File: src/design/yuyv_decimate_to_rgb565_top_assert.svh
// ----------------------------------------------------------------------------
// YUYV decimator assertion macros
// Shared property forms for the checks at the end of the top level.
// ----------------------------------------------------------------------------
`ifndef YUYV_DECIMATE_TO_RGB565_TOP_ASSERT_SVH
`define YUYV_DECIMATE_TO_RGB565_TOP_ASSERT_SVH

// Same-cycle implication, sampled on aclk, off while in reset
`define YDR_ASSERT_NOW(lbl, cond, prop, msg) \
    lbl: assert property (@(posedge aclk) disable iff (!aresetn) (cond) |-> (prop)) \
        else $error(msg);

// Next-cycle implication, sampled on aclk, off while in reset
`define YDR_ASSERT_NEXT(lbl, cond, prop, msg) \
    lbl: assert property (@(posedge aclk) disable iff (!aresetn) (cond) |=> (prop)) \
        else $error(msg);

`endif

File: src/design/ydr565_pkg.sv
// ----------------------------------------------------------------------------
// YUYV decimator package
// Frame geometry constants and types shared by the decimator modules.
// ----------------------------------------------------------------------------
package ydr565_pkg;

    localparam int SRC_WIDTH  = 640;
    localparam int OUT_WIDTH  = 480;
    localparam int OUT_HEIGHT = 272;

    // Macropixel counts per row and output row limit
    localparam logic [9:0] MP_PER_SRC_ROW = 10'(SRC_WIDTH / 2);
    localparam logic [8:0] MP_PER_OUT_ROW = 9'(OUT_WIDTH / 2);
    localparam logic [8:0] OUT_ROWS       = 9'(OUT_HEIGHT);

    // Row phases within the group of seven
    localparam logic [2:0] PHASE_DROP_A = 3'd3;
    localparam logic [2:0] PHASE_DROP_B = 3'd6;
    localparam logic [2:0] PHASE_LAST   = 3'd6;
    // Column position within the group of five that is dropped
    localparam logic [2:0] COL_DROP     = 3'd4;

    // Decision for one accepted macropixel
    typedef struct packed {
        logic keep;
        logic done;
    } ydr_decision_t;

    // Two converted pixels of one macropixel
    typedef struct packed {
        logic [15:0] px_even;
        logic [15:0] px_odd;
        logic        done;
    } ydr_pair_t;

endpackage

File: src/design/ydr565_ctrl.sv
// ----------------------------------------------------------------------------
// YUYV decimator control
// Column, row phase and output row counters; decides which macropixels stay.
// ----------------------------------------------------------------------------
module ydr565_ctrl
    import ydr565_pkg::*;
(
    input  logic          aclk,
    input  logic          aresetn,
    input  logic          accept,
    input  logic          frame_start,
    output ydr_decision_t decision
);

    logic [8:0] col_reg,   col_next;
    logic [2:0] mod5_reg,  mod5_next;
    logic [8:0] kept_reg,  kept_next;
    logic [2:0] phase_reg, phase_next;
    logic [8:0] rows_reg,  rows_next;

    logic [8:0] col_cur;
    logic [2:0] mod5_cur;
    logic [8:0] kept_cur;
    logic [2:0] phase_cur;
    logic [8:0] rows_cur;
    logic       row_kept;
    logic       col_kept;

    // Start of frame clears the counters before this macropixel is judged
    always_comb begin
        col_cur   = frame_start ? 9'd0 : col_reg;
        mod5_cur  = frame_start ? 3'd0 : mod5_reg;
        kept_cur  = frame_start ? 9'd0 : kept_reg;
        phase_cur = frame_start ? 3'd0 : phase_reg;
        rows_cur  = frame_start ? 9'd0 : rows_reg;
    end

    // Keep decision and end-of-frame flag
    always_comb begin
        row_kept = (phase_cur != PHASE_DROP_A) && (phase_cur != PHASE_DROP_B)
                   && (rows_cur < OUT_ROWS);
        col_kept = (mod5_cur != COL_DROP) && (kept_cur < MP_PER_OUT_ROW);
        decision.keep = row_kept && col_kept;
        decision.done = ({1'b0, rows_cur} + 10'd1 == {1'b0, OUT_ROWS})
                        && ({1'b0, kept_cur} + 10'd1 == {1'b0, MP_PER_OUT_ROW});
    end

    // Advance counters, wrap at the end of each source row
    always_comb begin
        if ({1'b0, col_cur} + 10'd1 >= MP_PER_SRC_ROW) begin
            col_next   = 9'd0;
            mod5_next  = 3'd0;
            kept_next  = 9'd0;
            rows_next  = row_kept ? rows_cur + 9'd1 : rows_cur;
            phase_next = (phase_cur >= PHASE_LAST) ? 3'd0 : phase_cur + 3'd1;
        end else begin
            col_next   = col_cur + 9'd1;
            mod5_next  = (mod5_cur == COL_DROP) ? 3'd0 : mod5_cur + 3'd1;
            kept_next  = (mod5_cur == COL_DROP) ? kept_cur : kept_cur + 9'd1;
            rows_next  = rows_cur;
            phase_next = phase_cur;
        end
    end

    always_ff @(posedge aclk) begin
        if (!aresetn) begin
            col_reg   <= 9'd0;
            mod5_reg  <= 3'd0;
            kept_reg  <= 9'd0;
            phase_reg <= 3'd0;
            rows_reg  <= 9'd0;
        end else if (accept) begin
            col_reg   <= col_next;
            mod5_reg  <= mod5_next;
            kept_reg  <= kept_next;
            phase_reg <= phase_next;
            rows_reg  <= rows_next;
        end
    end

endmodule

File: src/design/ydr565_lane.sv
// ----------------------------------------------------------------------------
// YUYV decimator colour lane
// Three-stage YUV to RGB565 conversion of one luma sample.
// ----------------------------------------------------------------------------
module ydr565_lane
    import ydr565_pkg::*;
(
    input  logic        aclk,
    input  logic        en,
    input  logic [7:0]  luma,
    input  logic [7:0]  cb,
    input  logic [7:0]  cr,
    output logic [15:0] pixel
);

    logic signed [8:0]  u_s;
    logic signed [8:0]  v_s;
    logic signed [17:0] u_ext;
    logic signed [17:0] v_ext;

    logic [7:0]         y_reg;
    logic signed [17:0] rv_reg, rv_next;
    logic signed [17:0] gu_reg, gu_next;
    logic signed [17:0] gv_reg, gv_next;
    logic signed [17:0] bu_reg, bu_next;

    logic signed [18:0] y_sc;
    logic signed [18:0] r_reg, r_next;
    logic signed [18:0] g_reg, g_next;
    logic signed [18:0] b_reg, b_next;

    logic [15:0] pixel_reg, pixel_next;
    logic [7:0]  r8, g8, b8;

    // Clamp to 0..255 after the arithmetic shift by eight
    function automatic logic [7:0] clamp8(input logic signed [18:0] s);
        logic [7:0] res;
        if (s[18]) begin
            res = 8'd0;
        end else if (|s[17:16]) begin
            res = 8'hFF;
        end else begin
            res = s[15:8];
        end
        return res;
    endfunction

    // Remove chroma offset and form constant products
    always_comb begin
        u_s     = $signed({1'b0, cb}) - 9'sd128;
        v_s     = $signed({1'b0, cr}) - 9'sd128;
        u_ext   = 18'(u_s);
        v_ext   = 18'(v_s);
        rv_next = v_ext * 18'sd359;
        gu_next = u_ext * 18'sd88;
        gv_next = v_ext * 18'sd183;
        bu_next = u_ext * 18'sd454;
    end

    // Add the scaled luma to each channel
    always_comb begin
        y_sc   = $signed({3'b000, y_reg, 8'h00});
        r_next = y_sc + 19'(rv_reg);
        g_next = y_sc - 19'(gu_reg) - 19'(gv_reg);
        b_next = y_sc + 19'(bu_reg);
    end

    // Clamp and pack 5-6-5
    always_comb begin
        r8         = clamp8(r_reg);
        g8         = clamp8(g_reg);
        b8         = clamp8(b_reg);
        pixel_next = {r8[7:3], g8[7:2], b8[7:3]};
    end

    always_ff @(posedge aclk) begin
        if (en) begin
            y_reg     <= luma;
            rv_reg    <= rv_next;
            gu_reg    <= gu_next;
            gv_reg    <= gv_next;
            bu_reg    <= bu_next;
            r_reg     <= r_next;
            g_reg     <= g_next;
            b_reg     <= b_next;
            pixel_reg <= pixel_next;
        end
    end

    assign pixel = pixel_reg;

endmodule

File: src/design/ydr565_merge.sv
// ----------------------------------------------------------------------------
// YUYV decimator merge stage
// Holds the pixel pair from both lanes and sends it as two requests.
// ----------------------------------------------------------------------------
module ydr565_merge
    import ydr565_pkg::*;
(
    input  logic        aclk,
    input  logic        aresetn,
    input  logic        in_valid,
    input  ydr_pair_t   in_pair,
    output logic        take,
    output logic        m_tvalid,
    input  logic        m_tready,
    output logic [15:0] m_tdata,   // [15:0] pixel_rgb565
    output logic        m_tlast,
    output logic        m_tuser    // [0] frame_done
);

    typedef enum logic [2:0] {
        MG_EMPTY  = 3'b001,
        MG_FIRST  = 3'b010,
        MG_SECOND = 3'b100
    } mg_state_t;

    mg_state_t state_reg, state_next;
    ydr_pair_t pair_reg;

    // Take a new pair when empty or when the second pixel leaves now
    always_comb begin
        take = (state_reg == MG_EMPTY) || ((state_reg == MG_SECOND) && m_tready);
    end

    always_comb begin
        state_next = state_reg;
        unique case (state_reg)
            MG_EMPTY: begin
                if (in_valid) state_next = MG_FIRST;
            end
            MG_FIRST: begin
                if (m_tready) state_next = MG_SECOND;
            end
            MG_SECOND: begin
                if (m_tready) state_next = in_valid ? MG_FIRST : MG_EMPTY;
            end
            default: state_next = MG_EMPTY;
        endcase
    end

    always_ff @(posedge aclk) begin
        if (!aresetn) begin
            state_reg <= MG_EMPTY;
        end else begin
            state_reg <= state_next;
        end
    end

    // Load the pair on take
    always_ff @(posedge aclk) begin
        if (take && in_valid) begin
            pair_reg <= in_pair;
        end
    end

    // Drive the result channel
    always_comb begin
        m_tvalid = (state_reg != MG_EMPTY);
        m_tlast  = (state_reg == MG_SECOND);
        m_tdata  = (state_reg == MG_SECOND) ? pair_reg.px_odd : pair_reg.px_even;
        m_tuser  = (state_reg == MG_SECOND) && pair_reg.done;
    end

endmodule

File: src/design/yuyv_decimate_to_rgb565_top.sv
// Path: a kept macropixel passes the lane stages and the merge register before its
// first pixel shows; the second shows in the cycle after the first is taken.
// Throughput: a kept macropixel sends both pixels in turn on the single result port;
// dropped macropixels are taken one per cycle while the lane pipeline is not stalled.
// Reset: synchronous aresetn clears counters, valid bits and the merge state.
// ----------------------------------------------------------------------------
// YUYV to RGB565 decimator top level
// Two colour lanes convert both luma samples of a macropixel side by side.
// ----------------------------------------------------------------------------
module yuyv_decimate_to_rgb565_top
    import ydr565_pkg::*;
(
    input  logic        aclk,
    input  logic        aresetn,
    input  logic        s_tvalid,
    output logic        s_tready,
    input  logic [31:0] s_tdata,   // [7:0] luma_even, [15:8] chroma_blue,
                                   // [23:16] luma_odd, [31:24] chroma_red
    input  logic        s_tuser,   // [0] frame_start
    output logic        m_tvalid,
    input  logic        m_tready,
    output logic [15:0] m_tdata,   // [15:0] pixel_rgb565
    output logic        m_tlast,   // last_of_pair
    output logic        m_tuser    // [0] frame_done
);

    ydr_decision_t decision;
    ydr_pair_t     pair;
    logic          accept;
    logic          adv;
    logic          take;
    logic          v1_reg, v2_reg, v3_reg;
    logic          d1_reg, d2_reg, d3_reg;
    logic [15:0]   px_even, px_odd;

    // Move the lane pipeline whenever its last stage is free or drained
    assign adv      = !v3_reg || take;
    assign s_tready = adv;
    assign accept   = s_tvalid && adv;

    ydr565_ctrl u_ctrl (
        .aclk        (aclk),
        .aresetn     (aresetn),
        .accept      (accept),
        .frame_start (s_tuser),
        .decision    (decision)
    );

    ydr565_lane u_lane_even (
        .aclk  (aclk),
        .en    (adv),
        .luma  (s_tdata[7:0]),
        .cb    (s_tdata[15:8]),
        .cr    (s_tdata[31:24]),
        .pixel (px_even)
    );

    ydr565_lane u_lane_odd (
        .aclk  (aclk),
        .en    (adv),
        .luma  (s_tdata[23:16]),
        .cb    (s_tdata[15:8]),
        .cr    (s_tdata[31:24]),
        .pixel (px_odd)
    );

    // Track valid and end-of-frame flag alongside the lane stages
    always_ff @(posedge aclk) begin
        if (!aresetn) begin
            v1_reg <= 1'b0;
            v2_reg <= 1'b0;
            v3_reg <= 1'b0;
        end else if (adv) begin
            v1_reg <= accept && decision.keep;
            v2_reg <= v1_reg;
            v3_reg <= v2_reg;
        end
    end

    always_ff @(posedge aclk) begin
        if (adv) begin
            d1_reg <= decision.done;
            d2_reg <= d1_reg;
            d3_reg <= d2_reg;
        end
    end

    assign pair.px_even = px_even;
    assign pair.px_odd  = px_odd;
    assign pair.done    = d3_reg;

    ydr565_merge u_merge (
        .aclk     (aclk),
        .aresetn  (aresetn),
        .in_valid (v3_reg),
        .in_pair  (pair),
        .take     (take),
        .m_tvalid (m_tvalid),
        .m_tready (m_tready),
        .m_tdata  (m_tdata),
        .m_tlast  (m_tlast),
        .m_tuser  (m_tuser)
    );

    // Checks on pairing and back-pressure
`include "yuyv_decimate_to_rgb565_top_assert.svh"

    `YDR_ASSERT_NEXT(a_pair_second, m_tvalid && m_tready && !m_tlast, m_tvalid && m_tlast, "first pixel not followed by second")
    `YDR_ASSERT_NOW(a_stall_full, !s_tready, m_tvalid && v3_reg, "input stalled with room downstream")
    `YDR_ASSERT_NOW(a_done_last, m_tvalid && m_tuser, m_tlast, "frame_done on first pixel of pair")
    `YDR_ASSERT_NEXT(a_drain_empty, m_tvalid && m_tready && m_tlast && !v3_reg, !m_tvalid, "merge stage not empty after drain")

endmodule
File: config.mk
export PLATFORM = sky130hd
export DESIGN_NAME = yuyv_decimate_to_rgb565_top
export DESIGN_NICKNAME = d
export VERILOG_FILES = /design/src/design/ydr565_pkg.sv /design/src/design/ydr565_ctrl.sv /design/src/design/ydr565_lane.sv /design/src/design/ydr565_merge.sv /design/src/design/yuyv_decimate_to_rgb565_top.sv
export VERILOG_INCLUDE_DIRS = /design/src /design/src/design
export SDC_FILE = /design/constraint.sdc
export NUM_CORES = 1
export LEC_CHECK = 0
export ABC_AREA = 1
export BUFFER_PORTS_ARGS = -buffer_cell sky130_fd_sc_hd__buf_2
export CAP_MARGIN = 30
export CORE_UTILIZATION = 30
export CTS_CLUSTER_DIAMETER = 120
export DETAILED_ROUTE_END_ITERATION = 10
export GPL_TIMING_DRIVEN = 1
export MAX_ROUTING_LAYER = met4
export SYNTH_ARGS = -nofsm -noshare
export SYNTH_HDL_FRONTEND = slang
export SYNTH_SLANG_ARGS = --single-unit
File: constraint.sdc
create_clock -name aclk -period 8.2 [get_ports aclk]
set_input_delay 0.82 -clock aclk [delete_from_list [all_inputs] [get_ports aclk]]
set_output_delay 0.82 -clock aclk [all_outputs]
set_load 0.02 [all_outputs]
## Yosys cells after proc, flatten, opt, wreduce, memory -nomap -nowiden

Index checks and enable logic that the tools add are counted.

- Output and inout bits: 20
- Register bits after elaboration: 304
- Bits of input ports: 37
- Logic and storage cells: 118

- Add/subtract/negate cells: 18
- Mux-type cells: 26
- Multiply operators: 4
- Equal/unequal tests: 13
- Magnitude comparators: 4
- Reduce and logical (&&, ||, !) cells: 20

Operator list:

| operator | count |
|---|---|
| 17-bit by 18-bit adder with 19-bit output | 4 |
| 9-bit two-way mux | 8 |
| 8-bit two-way mux | 6 |
| 19-bit by 18-bit subtractor with 19-bit output | 2 |
| 17-bit by 17-bit subtractor with 18-bit output | 2 |
| 9-bit by 1-bit adder with 10-bit output (second input constant) | 3 |
| 9-bit by 1-bit adder with 9-bit output (second input constant) | 3 |
| 3-bit two-way mux | 9 |
| 9-bit by 10-bit multiplier with 18-bit output (second input constant) | 1 |
| 9-bit by 9-bit multiplier with 18-bit output (second input constant) | 1 |
| 8-bit by 8-bit subtractor with 9-bit output (second input constant) | 2 |
| 9-bit by 9-bit multiplier with 17-bit output (second input constant) | 1 |
| 16-bit two-way mux | 1 |
| 9-bit by 5-bit multiplier with 14-bit output (second input constant) | 1 |
| 2-bit OR reduction | 6 |
| 10-bit by 8-bit == test with 1-bit output (second input constant) | 1 |
| 10-bit by 9-bit == test with 1-bit output (second input constant) | 1 |
| 10-bit by 9-bit greater-or-equal comparator with 1-bit output (second input constant) | 1 |
| 1-bit logical AND | 10 |
| 9-bit by 8-bit < comparator with 1-bit output (second input constant) | 1 |
| 9-bit < comparator (second input constant) | 1 |
| 3-bit case mux with 3 select lines | 1 |
| 3-bit by 1-bit adder with 3-bit output (second input constant) | 2 |
| 3-bit == test (second input constant) | 2 |
| 11 further kinds | 15 |

## Depth between registers and ports, before layout

- Depth after elaboration: 6
- Depth in mapped cells: 20
- Depth with buffers taken out: 20

## Hierarchy

From an unflattened synthesis, not the netlist that was laid out.

- Cells, all modules: 2924
- Area total of the unflattened synthesis: 25051.5 sq um

By module, submodules not included:

| module | cells each | area each (sq um) | times used | seq. area each (sq um) |
|---|---|---|---|---|
| ydr565_lane (u_lane_odd) | 1197 | 10431.3 | 1 | 3032.9 |
| ydr565_lane (u_lane_even) | 1188 | 10423.7 | 1 | 3032.9 |
| ydr565_ctrl | 400 | 2548.7 | 1 | 660.6 |
| ydr565_merge | 118 | 1416.4 | 1 | 1051.0 |
| yuyv_decimate_to_rgb565_top | 21 | 231.5 | 1 | 150.1 |

## Worst setup path after synthesis

OpenSTA, ideal clock, no wires.

- Path kind: in2reg
- Start: in s_tdata[30]
- End: reg u_lane_even.rv_reg[15], data pin
- Slack: 3.773 ns
- Library setup time: 0.252 ns
- Buffers on the path: 0
- Arrival: 4.175 ns
- Stages on the path: 16
- Required time: 7.948 ns
- Cells stage by stage: inv_1 -> ha_1 -> inv_1 -> ha_1 -> fa_1 -> fa_1 -> inv_1 -> fa_1 -> inv_1 -> ha_1 -> a21oi_1 -> o21ai_0 -> a221oi_1 -> nand2_1 -> nand2_1 -> nand2_1

- Word-level cells in the longest chain between the ends: 2

Ends and longest elaborated chain:

| element | RTL line | RTL |
|---|---|---|
| start: declaration | yuyv_decimate_to_rgb565_top.sv:17 | `input logic [31:0] s_tdata,` |
| 8-bit by 8-bit subtractor with 9-bit output | ydr565_lane.sv:51 | `v_s = $signed({1'b0, cr}) - 9'sd128;` |
| 9-bit by 10-bit multiplier with 18-bit output | ydr565_lane.sv:54 | `rv_next = v_ext * 18'sd359;` |
| net u_lane_even.rv_next[15] | ydr565_lane.sv:22 | `logic signed [17:0] rv_reg, rv_next;` |
| end signal: assignment | ydr565_lane.sv:79 | `rv_reg <= rv_next;` |
| end: declaration | ydr565_lane.sv:22 |  |

The timed path passes the listed nets, and every way through them passes these cells.
A chain may end at the register's enable or synchronous reset.

## Worst setup path in the final report

- Start: in s_tdata[31]
- End: reg u_lane_even.rv_reg[15], data pin

Same word-level chain as after synthesis.

==> impl_metrics.tcl <==
set metrics [dict create \
    cpMaxStageDelayCell "fa_1" \
    finalHoldViolations 0 \
    grt.met3_usage_pct 1.73 \
    area_delta_synth_final_pct 11.5 \
    io_pins 57 \
    drtPass1Iterations 5 \
    ant_nets 0 \
    min_path_cells 0 \
    rows 86 \
    irDropWorstVdd_mv 0.166 \
    numPortBuffers 56 \
    drt-wirelength-per-cell_um 13.8 \
    cts-resized-gates 0 \
    fin_util_pct 34.0 \
    tns_ps 0 \
    syn_avg_cell_area_um2 9.06 \
    grtUsageMet1_pct 17.4 \
    cts.clk_slew.worst_paths_ps 60 \
    ys_ff_latch 225 \
    critical_path_class "in2reg" \
    die_area_um2 57500 \
    grt_pass1_wl_um 61700 \
    synthTopCellsByArea "edfxtp_1, ha_1, inv_1, nand2_1, fa_1" \
    track_usage_pct 13.6 \
    multi_input_area_um2 9150 \
    synth_cell_type_count 53 \
    clock_path_buffers 3 \
    cts_sinks 225 \
    min-delay-start "u_lane_even.pixel[6]" \
    yosys-top-cells-count "inv_1, nand2_1, ha_1, edfxtp_1, a21oi_1" \
    largest_register_ffs 33 \
    drcViolationCount 0 \
    grt_use_met2_pct 22.7 \
    cts_tree "built" \
    die_w_um 240 \
    slew_headroom_pct 37.9 \
    path_max_fanout 11 \
    fp.dieH_um 240 \
    grt_pass1_vias 12500 \
    seqPwrFrac_pct 32.2 \
    setup_viol 0 \
    rsz0062_at_grt "false" \
    cpMostUsedCell "inv_1" \
    cts_buffers 26 \
    postCtsSetupBuffers 0 \
    whs_ps 413 \
    slew_violations 0 \
    yosysTopAreaCell "edfxtp_1" \
    pwr-share-clk_pct 18.4 \
    fin_crit_sh_pct 55.5 \
    fin_cells 2704 \
    drive_above_1_share_pct 6.70 \
    overflow 0 \
    dp_cells 2657 \
    initial_utilization_pct 30.5 \
    synth-main-ff-cell "edfxtp_1" \
    ctsHoldBuffers 0 \
    insertion_delay_ps 540 \
    nFillCells 5801 \
    hold_class "reg2reg" \
    power.density_nw_per_um2 325 \
    reg2regPathDepth 17 \
    internal_power_w 0.00362 \
    pwr-share-comb_pct 49.4 \
    synth.most_common_cell "inv_1" \
    synth_top_area_share_pct 32.9 \
    max_cap_viol_count 0 \
    setup_slack_ps 3650 \
    drt-initial-drc-count 590 \
    reg2reg_from "u_lane_even.y_reg[1]" \
    vias 12400 \
    core_um2 55500 \
    syn_inst 1872 \
    diodes 0 \
    min_period_ps 4550 \
    arrival_ps 4850 \
    synth-edff-count 186 \
    netSwitchingFraction_pct 41.1 \
    hold_end "u_merge.pair_reg[23]" \
    regArea_um2 6370 \
    p_switching_w 0.00253 \
    antenna_found_initial 0 \
    post-place-ws_ps 3100 \
    tightest_slew_ps 928 \
    wl_um 37200 \
    cp.required_ps 8500 \
    cts_htree_levels 1 \
    syn-num-nets 2182 \
    cts_root_buf "clkbuf_16" \
    path_buf_inv 5 \
    fmax_mhz 220 \
    yosysWarnings 0 \
    synth_seq_area_share_pct 37.5 \
    worst_setup_path_start_kind "input port" \
    status "complete, no violations" \
    busiest_layer "met2" \
    place_hpwl_um 29900 \
    grt_start_max_net_pins 87 \
    synthArstFlopShare_pct 0 \
    nNetsFinal 2247 \
    skew_ps 10.4 \
    p_leak_nw 9.07 \
    syn-cell-area_um2 17000 \
    endpoint_kind "flip-flop" \
    crit_family "adder cells" \
    cp_slowest_stage_delay_ps 540 \
    reg2reg_slack_ps 4660 \
    r2r-end "u_lane_even.g_reg[18]" \
    gp_congestion 0.920 \
    vias_per_cell 4.58 \
    worstPathCellList "buf_2 -> inv_1 -> ha_1 -> inv_1 -> ha_1 -> fa_1 -> fa_1 -> inv_1 -> fa_1 -> inv_1 -> ha_1 -> a21oi_1 -> o21ai_0 -> a221oi_1 -> nand2_1 -> nand2_1 -> nand2_1" \
]
[power groups by stage]
stage | registers [W] | logic, W | clock network (W)
floorplan | 0.00193 | 0.00231 | 0
global placement | 0.00199 | 0.00298 | 0
detailed placement | 0.00201 | 0.00302 | 0
CTS | 0.00198 | 0.00304 | 0.00117
global route | 0.00201 | 0.00347 | 0.00121
finish | 0.00198 | 0.00303 | 0.00113
[layout by cell type (no fill, tap or decap), drive strengths merged, types with 2 or more instances in the layout]
master / synthesis / routed
nand3b: 2 / 2
edfxtp: 186 / 186
o211ai: 7 / 7
nor2: 128 / 128
nand3: 101 / 101
a21boi: 4 / 4
clkbuf: 7 / 31
a21oi: 146 / 146
a31oi: 9 / 9
ha: 213 / 213
nor3b: 4 / 4
xnor2: 28 / 28
nand2: 333 / 333
nor3: 20 / 20
dfxtp: 39 / 39
a211oi: 4 / 4
nand4: 19 / 19
fa: 60 / 60
clkinv: 2 / 10
or2: 4 / 4
xor2: 96 / 96
o21ai: 64 / 64
inv: 345 / 349
clkinvlp: 0 / 2
buf: 14 / 58
a21o: 13 / 13
o2111ai: 5 / 5
o31ai: 3 / 3
o21bai: 9 / 9
bufinv: 0 / 2
[through the flow]
stage / total power, W / instance area (um2)
floorplan: 0.00425 / 17000
global placement: 0.00497 / 18100
detailed placement: 0.00503 / 18100
CTS: 0.00620 / 18900
global route: 0.00670 / 18900
finish: 0.00614 / 18900
[layer usage]
layer | vias to the layer above | wire length (um)
met3 | 52 | 1510
met4 | 0 | 904
li1 | 6303 | -
met5 | - | 0
met1 | 5807 | 17500
met2 | 214 | 17400
[worst max path at each step]
stage / start / end / slack [ps] / cells past startpoint
after floorplan: s_tdata[30] / u_lane_even.rv_reg[15] / 3770 / 16
after global placement: s_tdata[31] / u_lane_even.rv_reg[15] / 3080 / 17
after detailed placement: s_tdata[31] / u_lane_even.rv_reg[15] / 3100 / 17
after CTS: s_tdata[31] / u_lane_even.rv_reg[15] / 3670 / 17
after global routing: s_tdata[31] / u_lane_even.rv_reg[15] / 3340 / 17
final: s_tdata[31] / u_lane_even.rv_reg[15] / 3650 / 17
[worst register-to-register path, cell delays in order (launching register included)]
cell      delay [ps]
edfxtp_1         480
ha_1             420
nand2_1          120
nor3_1           130
nand2_1           90
nand2_1           80
nand2_1           70
a31oi_1          230
nand3_1          140
nand3_1          100
nand2_1          100
ha_1             370
nand2_1          110
nor3_1           230
nor3b_1          290
nand4_1          130
nand3_1          120
xor2_1            80
[kinds of logic after synthesis]
| logic type | share of synthesized area (%) |
|---|---|
| buffers and inverters | 8.56 |
| xor gates and xnor gates | 6.40 |
| AOI/OAI and AO/OA | 8.90 |
| and+or+nand+nor | 15.8 |
| adders and majority gates | 22.8 |
| DFF | 37.5 |
[final cells by class]
type / instances / area share [%]
repair buffers: 58 / 1.56
clock inverters: 16 / 0.887
well taps: 748 / 4.95
flip-flops and latches: 225 / 33.7
inverters: 347 / 6.96
clock buffers: 31 / 3.54
multi-input cells: 1279 / 48.4
No activity file was read; power rests on OpenSTA's default activity.
